==> config.mk <==
export PLATFORM = sky130hd
export DESIGN_NAME = romaji_to_kana_converter
export DESIGN_NICKNAME = d
export VERILOG_FILES = /design/src/design/rtk_pkg.sv /design/src/design/romaji_to_kana_converter.sv /design/src/design/rtk_decode.sv /design/src/design/rtk_out_buf.sv
export SDC_FILE = /design/constraint.sdc
export NUM_CORES = 1
export LEC_CHECK = 0
export BUFFER_PORTS_ARGS = -buffer_cell sky130_fd_sc_hd__buf_2
export CAP_MARGIN = 20
export CORE_ASPECT_RATIO = 1.4
export CORE_MARGIN = 4
export CORE_UTILIZATION = 55
export DETAILED_ROUTE_END_ITERATION = 12
export PLACE_DENSITY = 0.73
export SLEW_MARGIN = 15
export SYNTH_ARGS = -nofsm -noshare
export SYNTH_HDL_FRONTEND = slang
export SYNTH_SLANG_ARGS = --single-unit
export TNS_END_PERCENT = 30
==> constraint.sdc <==
create_clock -name clk -period 6.7 [get_ports clk]
set_input_delay 0.67 -clock clk [delete_from_list [all_inputs] [get_ports clk]]
set_output_delay 0.67 -clock clk [all_outputs]
set_load 0.01 [all_outputs]
==> src/design/rtk_pkg.sv <==
// shared types, mode codes, byte constants and lookup tables for the romaji to kana converter
`timescale 1ns / 1ps
`default_nettype none

package rtk_pkg;

  // pending consonant mode
  typedef enum logic [5:0] {
    PM_NONE, PM_K, PM_S, PM_T, PM_N, PM_H, PM_F, PM_M, PM_Y, PM_R, PM_W,
    PM_L, PM_C, PM_G, PM_Z, PM_J, PM_D, PM_B, PM_P, PM_V,
    PM_KY, PM_SY, PM_SH, PM_TY, PM_CH, PM_TS, PM_NY, PM_HY, PM_FY, PM_MY,
    PM_RY, PM_GY, PM_ZY, PM_DY, PM_DH, PM_BY, PM_PY, PM_LY, PM_LT,
    PM_HW, PM_KW, PM_NW, PM_GW
  } mode_t;

  // modes below these codes have a row in the y and w glide tables
  localparam logic [5:0] Y_ROWS = 6'd19;
  localparam logic [5:0] W_ROWS = 6'd14;

  // results of one input transaction, first byte in the low bits
  typedef struct packed {
    logic [1:0]  count;
    logic [23:0] bytes;
  } res_t;

  // half-width katakana
  localparam logic [7:0] K_A        = 8'hB1;
  localparam logic [7:0] K_I        = 8'hB2;
  localparam logic [7:0] K_U        = 8'hB3;
  localparam logic [7:0] K_KA       = 8'hB6;
  localparam logic [7:0] K_SA       = 8'hBB;
  localparam logic [7:0] K_TA       = 8'hC0;
  localparam logic [7:0] K_NA       = 8'hC5;
  localparam logic [7:0] K_HA       = 8'hCA;
  localparam logic [7:0] K_MA       = 8'hCF;
  localparam logic [7:0] K_YA       = 8'hD4;
  localparam logic [7:0] K_YU       = 8'hD5;
  localparam logic [7:0] K_YO       = 8'hD6;
  localparam logic [7:0] K_RA       = 8'hD7;
  localparam logic [7:0] K_WA       = 8'hDC;
  localparam logic [7:0] K_WO       = 8'hA6;
  localparam logic [7:0] K_NN       = 8'hDD;
  localparam logic [7:0] K_VOICED   = 8'hDE;
  localparam logic [7:0] K_SEMI     = 8'hDF;
  localparam logic [7:0] K_SMALL_A  = 8'hA7;
  localparam logic [7:0] K_SMALL_E  = 8'hAA;
  localparam logic [7:0] K_SMALL_YA = 8'hAC;
  localparam logic [7:0] K_SMALL_TU = 8'hAF;
  localparam logic [7:0] K_PERIOD   = 8'hA1;
  localparam logic [7:0] K_LBRACKET = 8'hA2;
  localparam logic [7:0] K_RBRACKET = 8'hA3;
  localparam logic [7:0] K_COMMA    = 8'hA4;
  localparam logic [7:0] K_MIDDOT   = 8'hA5;

  // ascii
  localparam logic [7:0] ASC_LC_A  = 8'h61;
  localparam logic [7:0] ASC_LC_Z  = 8'h7A;
  localparam logic [7:0] ASC_UC_A  = 8'h41;
  localparam logic [7:0] ASC_UC_Z  = 8'h5A;
  localparam logic [7:0] ASC_CASE  = 8'h20;
  localparam logic [7:0] ASC_I     = 8'h69;
  localparam logic [7:0] ASC_U     = 8'h75;
  localparam logic [7:0] ASC_E     = 8'h65;
  localparam logic [7:0] ASC_O     = 8'h6F;
  localparam logic [7:0] ASC_Y     = 8'h79;
  localparam logic [7:0] ASC_W     = 8'h77;
  localparam logic [7:0] ASC_C     = 8'h63;
  localparam logic [7:0] ASC_H     = 8'h68;
  localparam logic [7:0] ASC_T     = 8'h74;
  localparam logic [7:0] ASC_S     = 8'h73;
  localparam logic [7:0] ASC_N     = 8'h6E;
  localparam logic [7:0] ASC_DOT   = 8'h2E;
  localparam logic [7:0] ASC_LBR   = 8'h5B;
  localparam logic [7:0] ASC_RBR   = 8'h5D;
  localparam logic [7:0] ASC_COMMA = 8'h2C;
  localparam logic [7:0] ASC_SLASH = 8'h2F;
  localparam logic [7:0] ASC_APOS  = 8'h27;
  localparam logic [7:0] ASC_SPACE = 8'h20;

  // shift-jis lead byte ranges
  localparam logic [7:0] SJ_LEAD1_LO = 8'h81;
  localparam logic [7:0] SJ_LEAD1_HI = 8'h9F;
  localparam logic [7:0] SJ_LEAD2_LO = 8'hE0;
  localparam logic [7:0] SJ_LEAD2_HI = 8'hFC;

  // first kana of the row that a mode builds on
  function automatic logic [7:0] base_of_mode(logic [5:0] m);
    logic [7:0] b;
    case (m)
      PM_NONE, PM_V:                             b = K_A;
      PM_K, PM_G, PM_KY, PM_GY, PM_KW, PM_GW:    b = K_KA;
      PM_S, PM_C, PM_Z, PM_J, PM_SY, PM_SH,
      PM_ZY:                                     b = K_SA;
      PM_T, PM_D, PM_TY, PM_CH, PM_TS, PM_DY,
      PM_DH:                                     b = K_TA;
      PM_N, PM_NY, PM_NW:                        b = K_NA;
      PM_H, PM_F, PM_B, PM_P, PM_HY, PM_FY,
      PM_BY, PM_PY, PM_HW:                       b = K_HA;
      PM_M, PM_MY:                               b = K_MA;
      PM_Y:                                      b = K_YA;
      PM_R, PM_RY:                               b = K_RA;
      PM_W:                                      b = K_WA;
      PM_L:                                      b = K_SMALL_A;
      PM_LY:                                     b = K_SMALL_YA;
      PM_LT:                                     b = K_SMALL_TU;
      default:                                   b = 8'h00;
    endcase
    return b;
  endfunction

  // letter a..z: vowels give their column 0..4, consonants their mode
  function automatic logic [5:0] letter_code(logic [4:0] idx);
    logic [5:0] r;
    case (idx)
      5'd0:    r = 6'd0;
      5'd1:    r = PM_B;
      5'd2:    r = PM_C;
      5'd3:    r = PM_D;
      5'd4:    r = 6'd3;
      5'd5:    r = PM_F;
      5'd6:    r = PM_G;
      5'd7:    r = PM_H;
      5'd8:    r = 6'd1;
      5'd9:    r = PM_J;
      5'd10:   r = PM_K;
      5'd11:   r = PM_L;
      5'd12:   r = PM_M;
      5'd13:   r = PM_N;
      5'd14:   r = 6'd4;
      5'd15:   r = PM_P;
      5'd16:   r = PM_NONE;
      5'd17:   r = PM_R;
      5'd18:   r = PM_S;
      5'd19:   r = PM_T;
      5'd20:   r = 6'd2;
      5'd21:   r = PM_V;
      5'd22:   r = PM_W;
      5'd23:   r = PM_L;
      5'd24:   r = PM_Y;
      5'd25:   r = PM_Z;
      default: r = PM_NONE;
    endcase
    return r;
  endfunction

  function automatic logic [5:0] y_glide(logic [5:0] m);
    logic [5:0] r;
    case (m)
      PM_K:       r = PM_KY;
      PM_S:       r = PM_SY;
      PM_T, PM_C: r = PM_TY;
      PM_N:       r = PM_NY;
      PM_H:       r = PM_HY;
      PM_F:       r = PM_FY;
      PM_M:       r = PM_MY;
      PM_R:       r = PM_RY;
      PM_L:       r = PM_LY;
      PM_G:       r = PM_GY;
      PM_Z, PM_J: r = PM_ZY;
      PM_D:       r = PM_DY;
      PM_B:       r = PM_BY;
      PM_P:       r = PM_PY;
      default:    r = PM_NONE;
    endcase
    return r;
  endfunction

  function automatic logic [5:0] w_glide(logic [5:0] m);
    logic [5:0] r;
    case (m)
      PM_K:    r = PM_KW;
      PM_N:    r = PM_NW;
      PM_H:    r = PM_HW;
      PM_G:    r = PM_GW;
      default: r = PM_NONE;
    endcase
    return r;
  endfunction

  function automatic logic [7:0] small_y(logic [5:0] v);
    logic [7:0] r;
    case (v)
      6'd0:    r = 8'hAC;
      6'd1:    r = 8'hA8;
      6'd2:    r = 8'hAD;
      6'd3:    r = 8'hAA;
      6'd4:    r = 8'hAE;
      default: r = 8'h00;
    endcase
    return r;
  endfunction

  function automatic logic is_voiced(logic [5:0] m);
    return (m >= PM_G && m <= PM_B) || m == PM_V ||
           (m >= PM_GY && m <= PM_BY) || m == PM_GW;
  endfunction

endpackage

`default_nettype wire

==> src/design/romaji_to_kana_converter.sv <==
// top level of the romaji to half-width katakana converter
//
//  channel  dir  tdata               tlast        tuser
//  in_      in   [7:0] char_byte     end_of_text  -
//  out_     out  [7:0] kana_byte     last_of_run  -
//
// one input transaction per cycle while each byte yields at most one result and out_tready stays high
// a byte that yields two or three results holds off the next byte until its last result is taken
// a byte that yields nothing is consumed without touching the output side
// each byte passes the input register and then the result register before its first result is valid
// synchronous active-low reset clears the pending mode, the trail flag and both valid flags
// a stall on out_tready backs up into in_tready once the input register is full
`timescale 1ns / 1ps
`default_nettype none

module romaji_to_kana_converter
  import rtk_pkg::*;
(
  input  wire logic       clk,
  input  wire logic       rst_n,
  input  wire logic       in_tvalid,
  output logic            in_tready,
  input  wire logic [7:0] in_tdata,   // [7:0] char_byte
  input  wire logic       in_tlast,   // end_of_text
  output logic            out_tvalid,
  input  wire logic       out_tready,
  output logic [7:0]      out_tdata,  // [7:0] kana_byte
  output logic            out_tlast   // last_of_run
);

  // input register
  logic       in_valid_r;
  logic [7:0] byte_r;
  logic       eot_r;

  // conversion state
  mode_t      mode_r;
  mode_t      mode_nxt;
  logic       trail_r;
  logic       trail_nxt;

  res_t       res;
  logic       buf_free;
  logic       consume;
  logic       load;

  // the registered byte moves on once the result register can take its results
  assign consume   = in_valid_r && buf_free;
  assign load      = consume && (res.count != 2'd0);
  assign in_tready = !in_valid_r || buf_free;

  always_ff @(posedge clk) begin
    if (!rst_n) begin
      in_valid_r <= 1'b0;
    end else if (in_tvalid && in_tready) begin
      in_valid_r <= 1'b1;
    end else if (consume) begin
      in_valid_r <= 1'b0;
    end
  end

  always_ff @(posedge clk) begin
    if (in_tvalid && in_tready) begin
      byte_r <= in_tdata;
      eot_r  <= in_tlast;
    end
  end

  // mode and trail flag advance once per consumed byte
  always_ff @(posedge clk) begin
    if (!rst_n) begin
      mode_r  <= PM_NONE;
      trail_r <= 1'b0;
    end else if (consume) begin
      mode_r  <= mode_nxt;
      trail_r <= trail_nxt;
    end
  end

  rtk_decode u_decode (
    .char_byte_i   (byte_r),
    .end_of_text_i (eot_r),
    .mode_i        (mode_r),
    .trail_i       (trail_r),
    .res_o         (res),
    .mode_nxt_o    (mode_nxt),
    .trail_nxt_o   (trail_nxt)
  );

  rtk_out_buf u_out_buf (
    .clk        (clk),
    .rst_n      (rst_n),
    .load_i     (load),
    .res_i      (res),
    .free_o     (buf_free),
    .out_tvalid (out_tvalid),
    .out_tready (out_tready),
    .out_tdata  (out_tdata),
    .out_tlast  (out_tlast)
  );

endmodule

`default_nettype wire

==> src/design/rtk_decode.sv <==
// combinational conversion of one byte into up to three kana bytes and the next mode
`timescale 1ns / 1ps
`default_nettype none

module rtk_decode
  import rtk_pkg::*;
(
  input  wire logic [7:0] char_byte_i,
  input  wire logic       end_of_text_i,
  input  wire mode_t      mode_i,
  input  wire logic       trail_i,
  output res_t            res_o,
  output mode_t           mode_nxt_o,
  output logic            trail_nxt_o
);

  // place a byte at result slot n
  function automatic logic [23:0] put(logic [23:0] a, logic [1:0] n, logic [7:0] v);
    logic [23:0] r;
    r = a;
    case (n)
      2'd0:    r[7:0]   = v;
      2'd1:    r[15:8]  = v;
      default: r[23:16] = v;
    endcase
    return r;
  endfunction

  logic [23:0] bytes;
  logic [1:0]  n;
  logic [5:0]  m;
  logic [5:0]  m_nxt;
  logic [5:0]  code;
  logic [7:0]  base;
  logic [7:0]  lc;
  logic [7:0]  pc;
  logic        vow;
  logic        done;
  logic        is_upper;
  logic        is_lower;
  logic        is_lead;

  always_comb begin
    bytes       = '0;
    n           = '0;
    m           = mode_i;
    m_nxt       = mode_i;
    trail_nxt_o = trail_i;
    done        = 1'b0;
    pc          = char_byte_i;

    is_upper = char_byte_i inside {[ASC_UC_A:ASC_UC_Z]};
    is_lower = char_byte_i inside {[ASC_LC_A:ASC_LC_Z]};
    is_lead  = char_byte_i inside {[SJ_LEAD1_LO:SJ_LEAD1_HI], [SJ_LEAD2_LO:SJ_LEAD2_HI]};
    lc       = is_upper ? (char_byte_i + ASC_CASE) : char_byte_i;
    code     = letter_code(5'(lc - ASC_LC_A));
    vow      = lc inside {ASC_LC_A, ASC_I, ASC_U, ASC_E, ASC_O};
    base     = base_of_mode(mode_i);

    if (end_of_text_i) begin
      if (mode_i == PM_N) begin
        bytes = put(bytes, n, K_NN); n = n + 2'd1;
      end
      m_nxt       = PM_NONE;
      trail_nxt_o = 1'b0;
    end else if (trail_i) begin
      bytes = put(bytes, n, char_byte_i); n = n + 2'd1;
      trail_nxt_o = 1'b0;
    end else if (is_lead) begin
      bytes = put(bytes, n, char_byte_i); n = n + 2'd1;
      trail_nxt_o = 1'b1;
    end else if (is_upper || is_lower) begin
      // glide onto a consonant, or clear it when it takes no glide
      if (m != PM_NONE) begin
        if (m < Y_ROWS && lc == ASC_Y) begin
          code = y_glide(m);
          if (code != PM_NONE) begin
            m_nxt = code;
            done  = 1'b1;
          end
        end else if (m < W_ROWS && lc == ASC_W) begin
          code = w_glide(m);
          if (code != PM_NONE) begin
            m_nxt = code;
            done  = 1'b1;
          end
        end
      end
      if (!done) begin
        if (m == PM_T && lc == ASC_C) m = PM_C;
        if (!vow && code == m && m != PM_N && m != PM_M && m != PM_NONE) begin
          // doubled consonant
          bytes = put(bytes, n, K_SMALL_TU); n = n + 2'd1;
          m_nxt = m;
        end else if (m == PM_M && (code == PM_M || code == PM_B || code == PM_P)) begin
          bytes = put(bytes, n, K_NN); n = n + 2'd1;
          m_nxt = code;
        end else begin
          case (m)
            PM_NONE, PM_L, PM_S, PM_T: begin
              if (vow) begin
                bytes = put(bytes, n, 8'(base + {2'b00, code})); n = n + 2'd1;
              end else if (m == PM_L && lc == ASC_T) m = PM_LT;
              else if (m == PM_S && lc == ASC_H) m = PM_SH;
              else if (m == PM_T && lc == ASC_S) m = PM_TS;
              else m = code;
            end
            PM_N: begin
              if (vow) begin
                bytes = put(bytes, n, 8'(base + {2'b00, code})); n = n + 2'd1;
              end else begin
                bytes = put(bytes, n, K_NN); n = n + 2'd1;
                m = (lc == ASC_N) ? PM_NONE : code;
              end
            end
            PM_B, PM_G, PM_K, PM_M, PM_P, PM_R, PM_Z, PM_D: begin
              if (vow) begin
                bytes = put(bytes, n, 8'(base + {2'b00, code})); n = n + 2'd1;
                if (is_voiced(m)) begin
                  bytes = put(bytes, n, K_VOICED); n = n + 2'd1;
                end else if (m == PM_P) begin
                  bytes = put(bytes, n, K_SEMI); n = n + 2'd1;
                end
              end else if (m == PM_D && lc == ASC_H) m = PM_DH;
              else m = code;
            end
            PM_H: begin
              if (vow) begin
                bytes = put(bytes, n, 8'(base + {2'b00, code})); n = n + 2'd1;
              end else begin
                bytes = put(bytes, n, K_U); n = n + 2'd1;
                m = code;
              end
            end
            PM_C, PM_LT: begin
              if (m == PM_C && lc == ASC_H) m = PM_CH;
              else if (m == PM_LT && lc == ASC_U) begin
                bytes = put(bytes, n, K_SMALL_TU); n = n + 2'd1;
              end else m = code;
            end
            PM_F, PM_V, PM_TS: begin
              if (vow) begin
                bytes = put(bytes, n, 8'(base + 8'd2)); n = n + 2'd1;
                if (is_voiced(m)) begin
                  bytes = put(bytes, n, K_VOICED); n = n + 2'd1;
                end
                if (lc != ASC_U) begin
                  bytes = put(bytes, n, 8'(K_SMALL_A + {2'b00, code})); n = n + 2'd1;
                end
              end else m = code;
            end
            PM_W: begin
              if (lc == ASC_LC_A) begin
                bytes = put(bytes, n, K_WA); n = n + 2'd1;
              end else if (lc == ASC_I || lc == ASC_E) begin
                bytes = put(bytes, n, K_U); n = n + 2'd1;
                bytes = put(bytes, n, 8'(K_SMALL_A + {2'b00, code})); n = n + 2'd1;
              end else if (lc == ASC_U) begin
                bytes = put(bytes, n, K_U); n = n + 2'd1;
              end else if (lc == ASC_O) begin
                bytes = put(bytes, n, K_WO); n = n + 2'd1;
              end else m = code;
            end
            PM_Y: begin
              if (lc == ASC_LC_A) begin
                bytes = put(bytes, n, K_YA); n = n + 2'd1;
              end else if (lc == ASC_I) begin
                bytes = put(bytes, n, K_I); n = n + 2'd1;
              end else if (lc == ASC_U) begin
                bytes = put(bytes, n, K_YU); n = n + 2'd1;
              end else if (lc == ASC_E) begin
                bytes = put(bytes, n, K_I); n = n + 2'd1;
                bytes = put(bytes, n, K_SMALL_E); n = n + 2'd1;
              end else if (lc == ASC_O) begin
                bytes = put(bytes, n, K_YO); n = n + 2'd1;
              end else m = code;
            end
            PM_KY, PM_SY, PM_TY, PM_NY, PM_HY, PM_MY,
            PM_RY, PM_GY, PM_ZY, PM_DY, PM_BY, PM_PY: begin
              if (vow) begin
                bytes = put(bytes, n, 8'(base + 8'd1)); n = n + 2'd1;
                if (m == PM_PY) begin
                  bytes = put(bytes, n, K_SEMI); n = n + 2'd1;
                end else if (is_voiced(m)) begin
                  bytes = put(bytes, n, K_VOICED); n = n + 2'd1;
                end
                bytes = put(bytes, n, small_y(code)); n = n + 2'd1;
              end else m = code;
            end
            PM_J, PM_SH, PM_CH: begin
              if (vow) begin
                bytes = put(bytes, n, 8'(base + 8'd1)); n = n + 2'd1;
                if (is_voiced(m)) begin
                  bytes = put(bytes, n, K_VOICED); n = n + 2'd1;
                end
                if (lc != ASC_I) begin
                  bytes = put(bytes, n, small_y(code)); n = n + 2'd1;
                end
              end else m = code;
            end
            PM_FY: begin
              if (vow) begin
                bytes = put(bytes, n, 8'(base + 8'd2)); n = n + 2'd1;
                bytes = put(bytes, n, small_y(code)); n = n + 2'd1;
              end else m = code;
            end
            PM_LY: begin
              if (vow) begin
                bytes = put(bytes, n, small_y(code)); n = n + 2'd1;
              end else m = code;
            end
            PM_DH: begin
              if (vow) begin
                bytes = put(bytes, n, 8'(base + 8'd3)); n = n + 2'd1;
                bytes = put(bytes, n, K_VOICED); n = n + 2'd1;
                bytes = put(bytes, n, small_y(code)); n = n + 2'd1;
              end else m = code;
            end
            PM_GW, PM_HW, PM_KW, PM_NW: begin
              if (vow) begin
                bytes = put(bytes, n, 8'(base + 8'd2)); n = n + 2'd1;
                if (is_voiced(m)) begin
                  bytes = put(bytes, n, K_VOICED); n = n + 2'd1;
                end
                bytes = put(bytes, n, 8'(K_SMALL_A + {2'b00, code})); n = n + 2'd1;
              end else m = code;
            end
            default: begin
              // codes outside the mode set hold and emit nothing
            end
          endcase
          if (vow) m = PM_NONE;
          m_nxt = m;
        end
      end
    end else begin
      // punctuation remap, then pass through
      case (char_byte_i)
        ASC_DOT:   pc = K_PERIOD;
        ASC_LBR:   pc = K_LBRACKET;
        ASC_RBR:   pc = K_RBRACKET;
        ASC_COMMA: pc = K_COMMA;
        ASC_SLASH: pc = K_MIDDOT;
        default:   pc = char_byte_i;
      endcase
      if (mode_i == PM_N) begin
        bytes = put(bytes, n, K_NN); n = n + 2'd1;
        if (pc != ASC_APOS && pc != ASC_SPACE) begin
          bytes = put(bytes, n, pc); n = n + 2'd1;
        end
      end else begin
        bytes = put(bytes, n, pc); n = n + 2'd1;
      end
      m_nxt = PM_NONE;
    end

    res_o.bytes = bytes;
    res_o.count = n;
    mode_nxt_o  = mode_t'(m_nxt);
  end

endmodule

`default_nettype wire

==> src/design/rtk_out_buf.sv <==
// result register that holds up to three bytes and hands them out one per transaction
`timescale 1ns / 1ps
`default_nettype none

module rtk_out_buf
  import rtk_pkg::*;
(
  input  wire logic       clk,
  input  wire logic       rst_n,
  input  wire logic       load_i,
  input  wire res_t       res_i,
  output logic            free_o,
  output logic            out_tvalid,
  input  wire logic       out_tready,
  output logic [7:0]      out_tdata,
  output logic            out_tlast
);

  logic [1:0]  rem_r;
  logic [23:0] bytes_r;
  logic        hs;

  assign hs         = out_tvalid && out_tready;
  assign out_tvalid = rem_r != 2'd0;
  assign out_tdata  = bytes_r[7:0];
  assign out_tlast  = rem_r == 2'd1;
  assign free_o     = (rem_r == 2'd0) || (hs && rem_r == 2'd1);

  always_ff @(posedge clk) begin
    if (!rst_n) begin
      rem_r <= 2'd0;
    end else if (load_i) begin
      rem_r <= res_i.count;
    end else if (hs) begin
      rem_r <= rem_r - 2'd1;
    end
  end

  always_ff @(posedge clk) begin
    if (load_i) begin
      bytes_r <= res_i.bytes;
    end else if (hs) begin
      bytes_r <= {8'h00, bytes_r[23:8]};
    end
  end

endmodule

`default_nettype wire

# [Word level (Yosys, flattened, before mapping)]
# Memory sizes are Yosys's and may differ from the RTL's. A register that Yosys moved wholly into a read port is not among the register bits.
# Cells that the tools add are included.
[word_totals] ff_bits=43 mem_bits_ro=864 in_bits=13 out_inout_bits=11 elab_cells=401 n_memories=3
[mem_list] name="(no name shown)" depth=64 word_bits=8 rd=1 rd_clocked_by_memory_dff=1 wr=0 line="rtk_pkg.sv:89" source="case (m)"
[mem_list] name="(no name shown)" depth=32 word_bits=6 rd=1 rd_clocked_by_memory_dff=1 wr=0 line="rtk_pkg.sv:148" source="case (m)"
[mem_list] name="(no name shown)" depth=32 word_bits=5 rd=1 rd_clocked_by_memory_dff=0 wr=0 line="rtk_pkg.sv:114" source="case (idx)"
[op_classes] addsub=12 order_cmp=14 eq_ne=89 mux=207 reduce_logical=69
[op_table] operator="$mux 24" n=27
[op_table] operator="$mux 6" n=57
[op_table] operator="$pmux 24 s14" n=1
[op_table] operator="$mux 8" n=25
[op_table] operator="$mux 2" n=66
[op_table] operator="$eq 8x7->1 const B" n=14
[op_table] operator="$eq 6x5->1 const B" n=18
[op_table] operator="$mux 16" n=6
[op_table] operator="$pmux 8 s5" n=2
[op_table] operator="$eq 6x6->1 const B" n=11
[op_table] operator="$eq 6x4->1 const B" n=9
[op_table] operator="$eq 6x3->1 const B" n=8
[op_table] operator="$pmux 6 s7" n=1
[op_table] operator="$eq 6x2->1 const B" n=5
[op_table] operator="$logic_and 1x1->1" n=26
[op_table] operator="$reduce_or 26->1" n=1
[op_table] operator="$eq 8x6->1 const B" n=3
[op_table] operator="$pmux 2 s12" n=1
[op_table] operator="$pmux 6 s4" n=1
[op_table] operator="$reduce_bool 6->1" n=4
[op_table] operator="$eq 6x1->1 const B" n=3
[op_table] operator="$mux 1" n=18
[op_table] operator="$add 8x2->8 const B" n=2
[op_table] operator="$ge 8x7->1 const B" n=2
[op_table] operator="other kinds (38)" n=80

# [Logic depth before layout (Yosys ltp)]
[logic_depth] ltp_word=55 depth_mapped=26 depth_no_buf=23

# [By module]
# From an unflattened synthesis, not the netlist that was laid out.
[hier_totals] hier_cells=1064 area_unflattened_um2=7843.8
[by_module_without_submodules] module="rtk_decode" instances=1 cells_per_inst=938 area_per_inst_um2=5969.5 seq_area_each_um2=0.0
[by_module_without_submodules] module="rtk_out_buf" instances=1 cells_per_inst=78 area_per_inst_um2=1231.2 seq_area_each_um2=760.7
[by_module_without_submodules] module="romaji_to_kana_converter" instances=1 cells_per_inst=48 area_per_inst_um2=643.1 seq_area_each_um2=430.4

# [Worst setup path before layout]
# OpenSTA, ideal clock, no wires.
[synth_path] path_type="register -> register" startpoint="register byte_r[1]" endpoint="register u_decode.base[2] (netlist name)" setup_time_ns=0.092 arrival_time_ns=5.664 t_required_ns=6.608 path_slack_ns=0.944 stages_incl_launch_ff=23 n_path_buf=3 synth_period_minus_slack_ns=5.756 path_cell_list="edfxtp_1 -> buf_2 -> inv_1 -> ha_1 -> buf_2 -> nand3b_1 -> a211o_1 -> a211oi_4 -> mux2_2 -> o22ai_2 -> ha_1 -> nor2_1 -> or4_1 -> a21o_1 -> nand3_1 -> a211oi_1 -> o32a_1 -> and2_1 -> ha_1 -> clkbuf_1 -> nor2_1 -> a221o_1 -> o32ai_1"
[synth_between] elab_chain_len=28 word_cells_on_any_way=157 classes_between="2 x add/sub; 8 x order compare; 65 x eq/ne; 49 x mux; 32 x reduce/logical; 1 x memory"
[synth_lines] item="start: declaration" line="romaji_to_kana_converter.sv:33" source="logic [7:0] byte_r;"
[synth_lines] item="start signal: assignment" line="romaji_to_kana_converter.sv:64" source="byte_r <= in_tdata;"
[synth_lines] item="$ge 8x7->1 / $le 8x7->1 (equally long branches)" line="rtk_decode.sv:52" source="is_upper = char_byte_i inside {[ASC_UC_A:ASC_UC_Z]};"
[synth_lines] item="$logic_and 1x1->1" line="rtk_decode.sv:52"
[synth_lines] item="$mux 8" line="rtk_decode.sv:55" source="lc = is_upper ? (char_byte_i + ASC_CASE) : char_byte_i;"
[synth_lines] item="$sub 5x1->5 / $eq 8x7->1 (equally long branches)" line="rtk_decode.sv:56, rtk_decode.sv:81"
[synth_lines] item="$mem_v2 32x5 / $logic_and 1x1->1 (equally long branches)"
[synth_lines] item="$mux 6" line="rtk_decode.sv:81" source="end else if (m < W_ROWS && lc == ASC_W) begin"
[synth_lines] item="$mux 6" line="rtk_decode.sv:75" source="if (m < Y_ROWS && lc == ASC_Y) begin"
[synth_lines] item="$mux 6" line="rtk_decode.sv:74" source="if (m != PM_NONE) begin"
[synth_lines] item="(+11 left out)"
[synth_lines] item="$mux 6" line="rtk_decode.sv:95" source="end else if (m == PM_M && (code == PM_M || code == PM_B || code == PM_P)) begin"
[synth_lines] item="$mux 6" line="rtk_decode.sv:91" source="if (!vow && code == m && m != PM_N && m != PM_M && m != PM_NONE) begin"
[synth_lines] item="$mux 6" line="rtk_decode.sv:89" source="if (!done) begin"
[synth_lines] item="$mux 6" line="rtk_decode.sv:72" source="end else if (is_upper || is_lower) begin"
[synth_lines] item="$mux 6" line="rtk_decode.sv:69" source="end else if (is_lead) begin"
[synth_lines] item="$mux 6" line="rtk_decode.sv:66" source="end else if (trail_i) begin"
[synth_lines] item="$mux 6" line="rtk_decode.sv:60" source="if (end_of_text_i) begin"
[synth_lines] item="$mux 6 (no source line) * (2 in series)"
# Mark *: on every way between the ends. The rest lies on a longest branch, timed or not. The select of a mux whose other input is x is not followed.
# A chain may end at the register's enable or synchronous reset.

# [Final worst setup path]
[layout_path] startpoint="register byte_r[1]" endpoint="register u_decode.base[1] (netlist name)"
[layout_between] elab_chain_len=28 word_cells_on_any_way=157 classes_between="2 x add/sub; 8 x order compare; 65 x eq/ne; 49 x mux; 32 x reduce/logical; 1 x memory"
[layout_lines] item="$ge 8x7->1 / $le 8x7->1 (equally long branches)" line="rtk_decode.sv:52"
[layout_lines] item="$logic_and 1x1->1" line="rtk_decode.sv:52"
[layout_lines] item="$mux 8" line="rtk_decode.sv:55"
[layout_lines] item="$sub 5x1->5 / $eq 8x7->1 (equally long branches)" line="rtk_decode.sv:56, rtk_decode.sv:81"
[layout_lines] item="$mem_v2 32x5 / $logic_and 1x1->1 (equally long branches)"
[layout_lines] item="$mux 6" line="rtk_decode.sv:81"
[layout_lines] item="$mux 6" line="rtk_decode.sv:75"
[layout_lines] item="$mux 6" line="rtk_decode.sv:74"
[layout_lines] item="(+11 left out)"
[layout_lines] item="$mux 6" line="rtk_decode.sv:95"
[layout_lines] item="$mux 6" line="rtk_decode.sv:91"
[layout_lines] item="$mux 6" line="rtk_decode.sv:89"
[layout_lines] item="$mux 6" line="rtk_decode.sv:72"
[layout_lines] item="$mux 6" line="rtk_decode.sv:69"
[layout_lines] item="$mux 6" line="rtk_decode.sv:66"
[layout_lines] item="$mux 6" line="rtk_decode.sv:60"
[layout_lines] item="$mux 6 (no source line) * (2 in series)"
# Marks and branches as above.

==> results_dict.tcl <==
set metrics [dict create \
    slew_viol_final 0 \
    synth_edf_count 33 \
    via_per_inst 7.415 \
    netlist_top_cells_area "edfxtp_1 12%, dfxtp_1 5.6%, ha_1 5.6%, a21oi_1 5.0%, nor2_1 4.3%" \
    synthFlopType "edfxtp_1" \
    hold_violations 0 \
    num_rows 53 \
    p_per_area_nw_per_um2 180.1 \
    syn_area_um2 8521 \
    cts.sinks 57 \
    grtUsageTotal_pct 41.18 \
    cp_slowest_cell "or4_1" \
    final_util_pct 59.82 \
    rsz0062_at_grt "false" \
    gp_congestion 1.086 \
    grt_pass1_vias 9342 \
    cts_buffer_depth 2 \
    synthTopCellsByCount "98 x nor2_1, 96 x nand2_1, 85 x a21oi_1, 73 x o21ai_0, 48 x clkbuf_1" \
    avgSynthCellArea_um2 7.429 \
    drt-initial-drc-count 1419 \
    min_period_ps 6132 \
    die_w_um 113.2 \
    yosysSeqAreaShare_pct 17.27 \
    slew_headroom_pct 27.91 \
    synthesis.nets 1199 \
    synth_most_common_cell "nor2_1" \
    cp-end-kind "flop" \
    ir_worst_vdd_mv 0.1659 \
    p_total_uw 1629 \
    grt_pass1_wl_mm 55.35 \
    antenna_left 0 \
    clk_pin_slew_ps 60 \
    grt_overflow 0 \
    max_clock_freq_ghz 0.1631 \
    grt_antenna_before_repair 1 \
    cts_htree_levels 3 \
    cts_root_buffer "clkbuf_16" \
    cts_hold_buf 0 \
    path_cells "inv_1 > ha_1 > nand3b_1 > a211o_1 > a211oi_4 > mux2_2 > o22ai_2 > ha_1 > nor2_1 > or4_1 > a21o_1 > nand3_1 > o221ai_1 > o211ai_1 > inv_1 > ha_1 > nand2_1 > a211o_1 > o22ai_1 > or4_1 > o211ai_1" \
    io_pins 24 \
    stdcell_area_um2 9045 \
    dr.pass1.iters 6 \
    post_cts_buffers 0 \
    start_util_pct 56.36 \
    syn_to_final_growth_pct 6.153 \
    cts_made_buffers 9 \
    tightest_slew_ps 1071 \
    start_kind "flop" \
    die_h_um 155.3 \
    hold_path.class "in -> reg" \
    ys_ff_latch 57 \
    synth_top_area_share_pct 11.63 \
    core_um2 15120 \
    synth_top_area_cell "edfxtp_1" \
    grt_max_degree 53 \
    power.leakage_uw 0.003460 \
    finalCritPeriodShare_pct 91.52 \
    num_antenna_cells 0 \
    yosys_warnings 0 \
    vias 9855 \
    nNetsFinal 1184 \
    placed_area_um2 8711 \
    setup_viol 0 \
    cp_max_fo 10 \
    drv_cap 0 \
    portBuffers 23 \
    drive_gt1_share_pct 12.58 \
    tns_ps 0 \
    cpPeakStageDelay_ps 510 \
    fin_hold_ws_ps 490.2 \
    required_ps 6980 \
    skew_ps 8.822 \
    ys_types 118 \
    cts-resized-gates 0 \
    arrival_ps 6410 \
    die-area_um2 17580 \
    outcome "finished, final reports clean" \
    routed_wl_mm 36.78 \
    syn-instance-count 1147 \
    cpMostUsedCell "ha_1" \
    worstSkewPairLatency_ps 360 \
    cts_tree "yes" \
    drc 0 \
    async_reset_ff_share_pct 0 \
    criticalPathCategory "reg -> reg" \
    fillers 1467 \
    wl_per_cell_um 27.68 \
    hpwl_mm 27.60 \
]
[metrics by stage]
step	setup WS, ps	std cells
after floorplan	943.9	1147
after global placement	872.4	1312
after detailed placement	725.2	1312
after CTS	685.7	1328
after global routing	198.3	1329
final	568.4	1329
[logic make-up after synthesis]
group	Yosys count	share of synthesized area [%]
adders and majority gates	41	6.065
DFF	57	17.27
AOI/OAI and AO/OA	429	36.36
and+or+nand+nor	440	27.58
muxes	19	2.423
xor gates and xnor gates	25	2.658
buffers and inverters	136	7.650
[worst max-delay path: cells and delay by family, from the launching register on]
family | cells | cell delay, ps
flip-flops | 1 | 380
buffers and inverters | 2 | 390
AND/OR/NAND/NOR | 6 | 1590
multiplexers | 1 | 410
adder cells (fa/ha/maj) | 3 | 950
AO/OA/AOI/OAI | 9 | 2320
[placed cells by master (no fill, tap or decap), types with 9 or more instances in the layout]
master,count
buf_4,36
mux2_2,9
a21o_1,17
and3_1,20
a211o_1,10
a31oi_1,19
nor3_1,33
a22oi_1,16
o211ai_1,20
nand2_1,96
nand2b_1,24
nor2_1,98
dfxtp_1,24
clkbuf_16,9
mux2i_1,9
o22ai_1,13
o21a_1,10
inv_1,44
and2_1,18
o2111ai_1,9
a21oi_1,85
a211oi_1,20
nand3_1,41
edfxtp_1,33
o31ai_1,12
ha_1,38
xnor2_1,14
buf_2,23
nand4_1,9
o21ai_0,73
xor2_1,10
nor4_1,10
or3_1,9
nor2b_1,14
nand3b_1,9
[where the power goes]
part           leakage (uW)  switching (uW)  internal, uW  total [uW]
logic               0.00280             412           219         631
clock network      0.000153             198           329         526
registers          0.000510            34.3           437         471
[path summary, 6_finish.rpt]
| check | start | to | slack, ps | cells after the start |
|---|---|---|---|---|
| min | in_tlast | eot_r$_DFFE_PP_ | 490 | 1 |
| min reg2reg | u_out_buf.bytes_r[22]$_SDFFCE_PP0P_ | u_out_buf.bytes_r[14]$_DFFE_PP_ | 530 | 2 |
| max | byte_r[1]$_DFFE_PP_ | u_decode.base[1]$_DFF_P_ | 570 | 21 |
| max reg2reg | byte_r[1]$_DFFE_PP_ | u_decode.base[1]$_DFF_P_ | 570 | 21 |
[routing by layer]
metal  share of wire (%)  GRT usage, %  vias up
li1                    -             -     4352
met1                  35         44.38     4599
met2                  48         70.03      667
met3                 8.5         9.222      235
met4                 8.7         30.24        2
met5               0.033             0        -
[final cells by class]
type	instances	area [um^2]	share of cell area, %
Sequential cell	57	1471	16.27
Inverter	49	188.9	2.089
Tap cell	192	240.2	2.656
Clock inverter	7	101.3	1.120
Multi-Input combinational cell	954	6405	70.81
Timing Repair Buffer	61	412.9	4.565
Clock buffer	9	225.2	2.490
No activity file was read; power rests on OpenSTA's default activity.
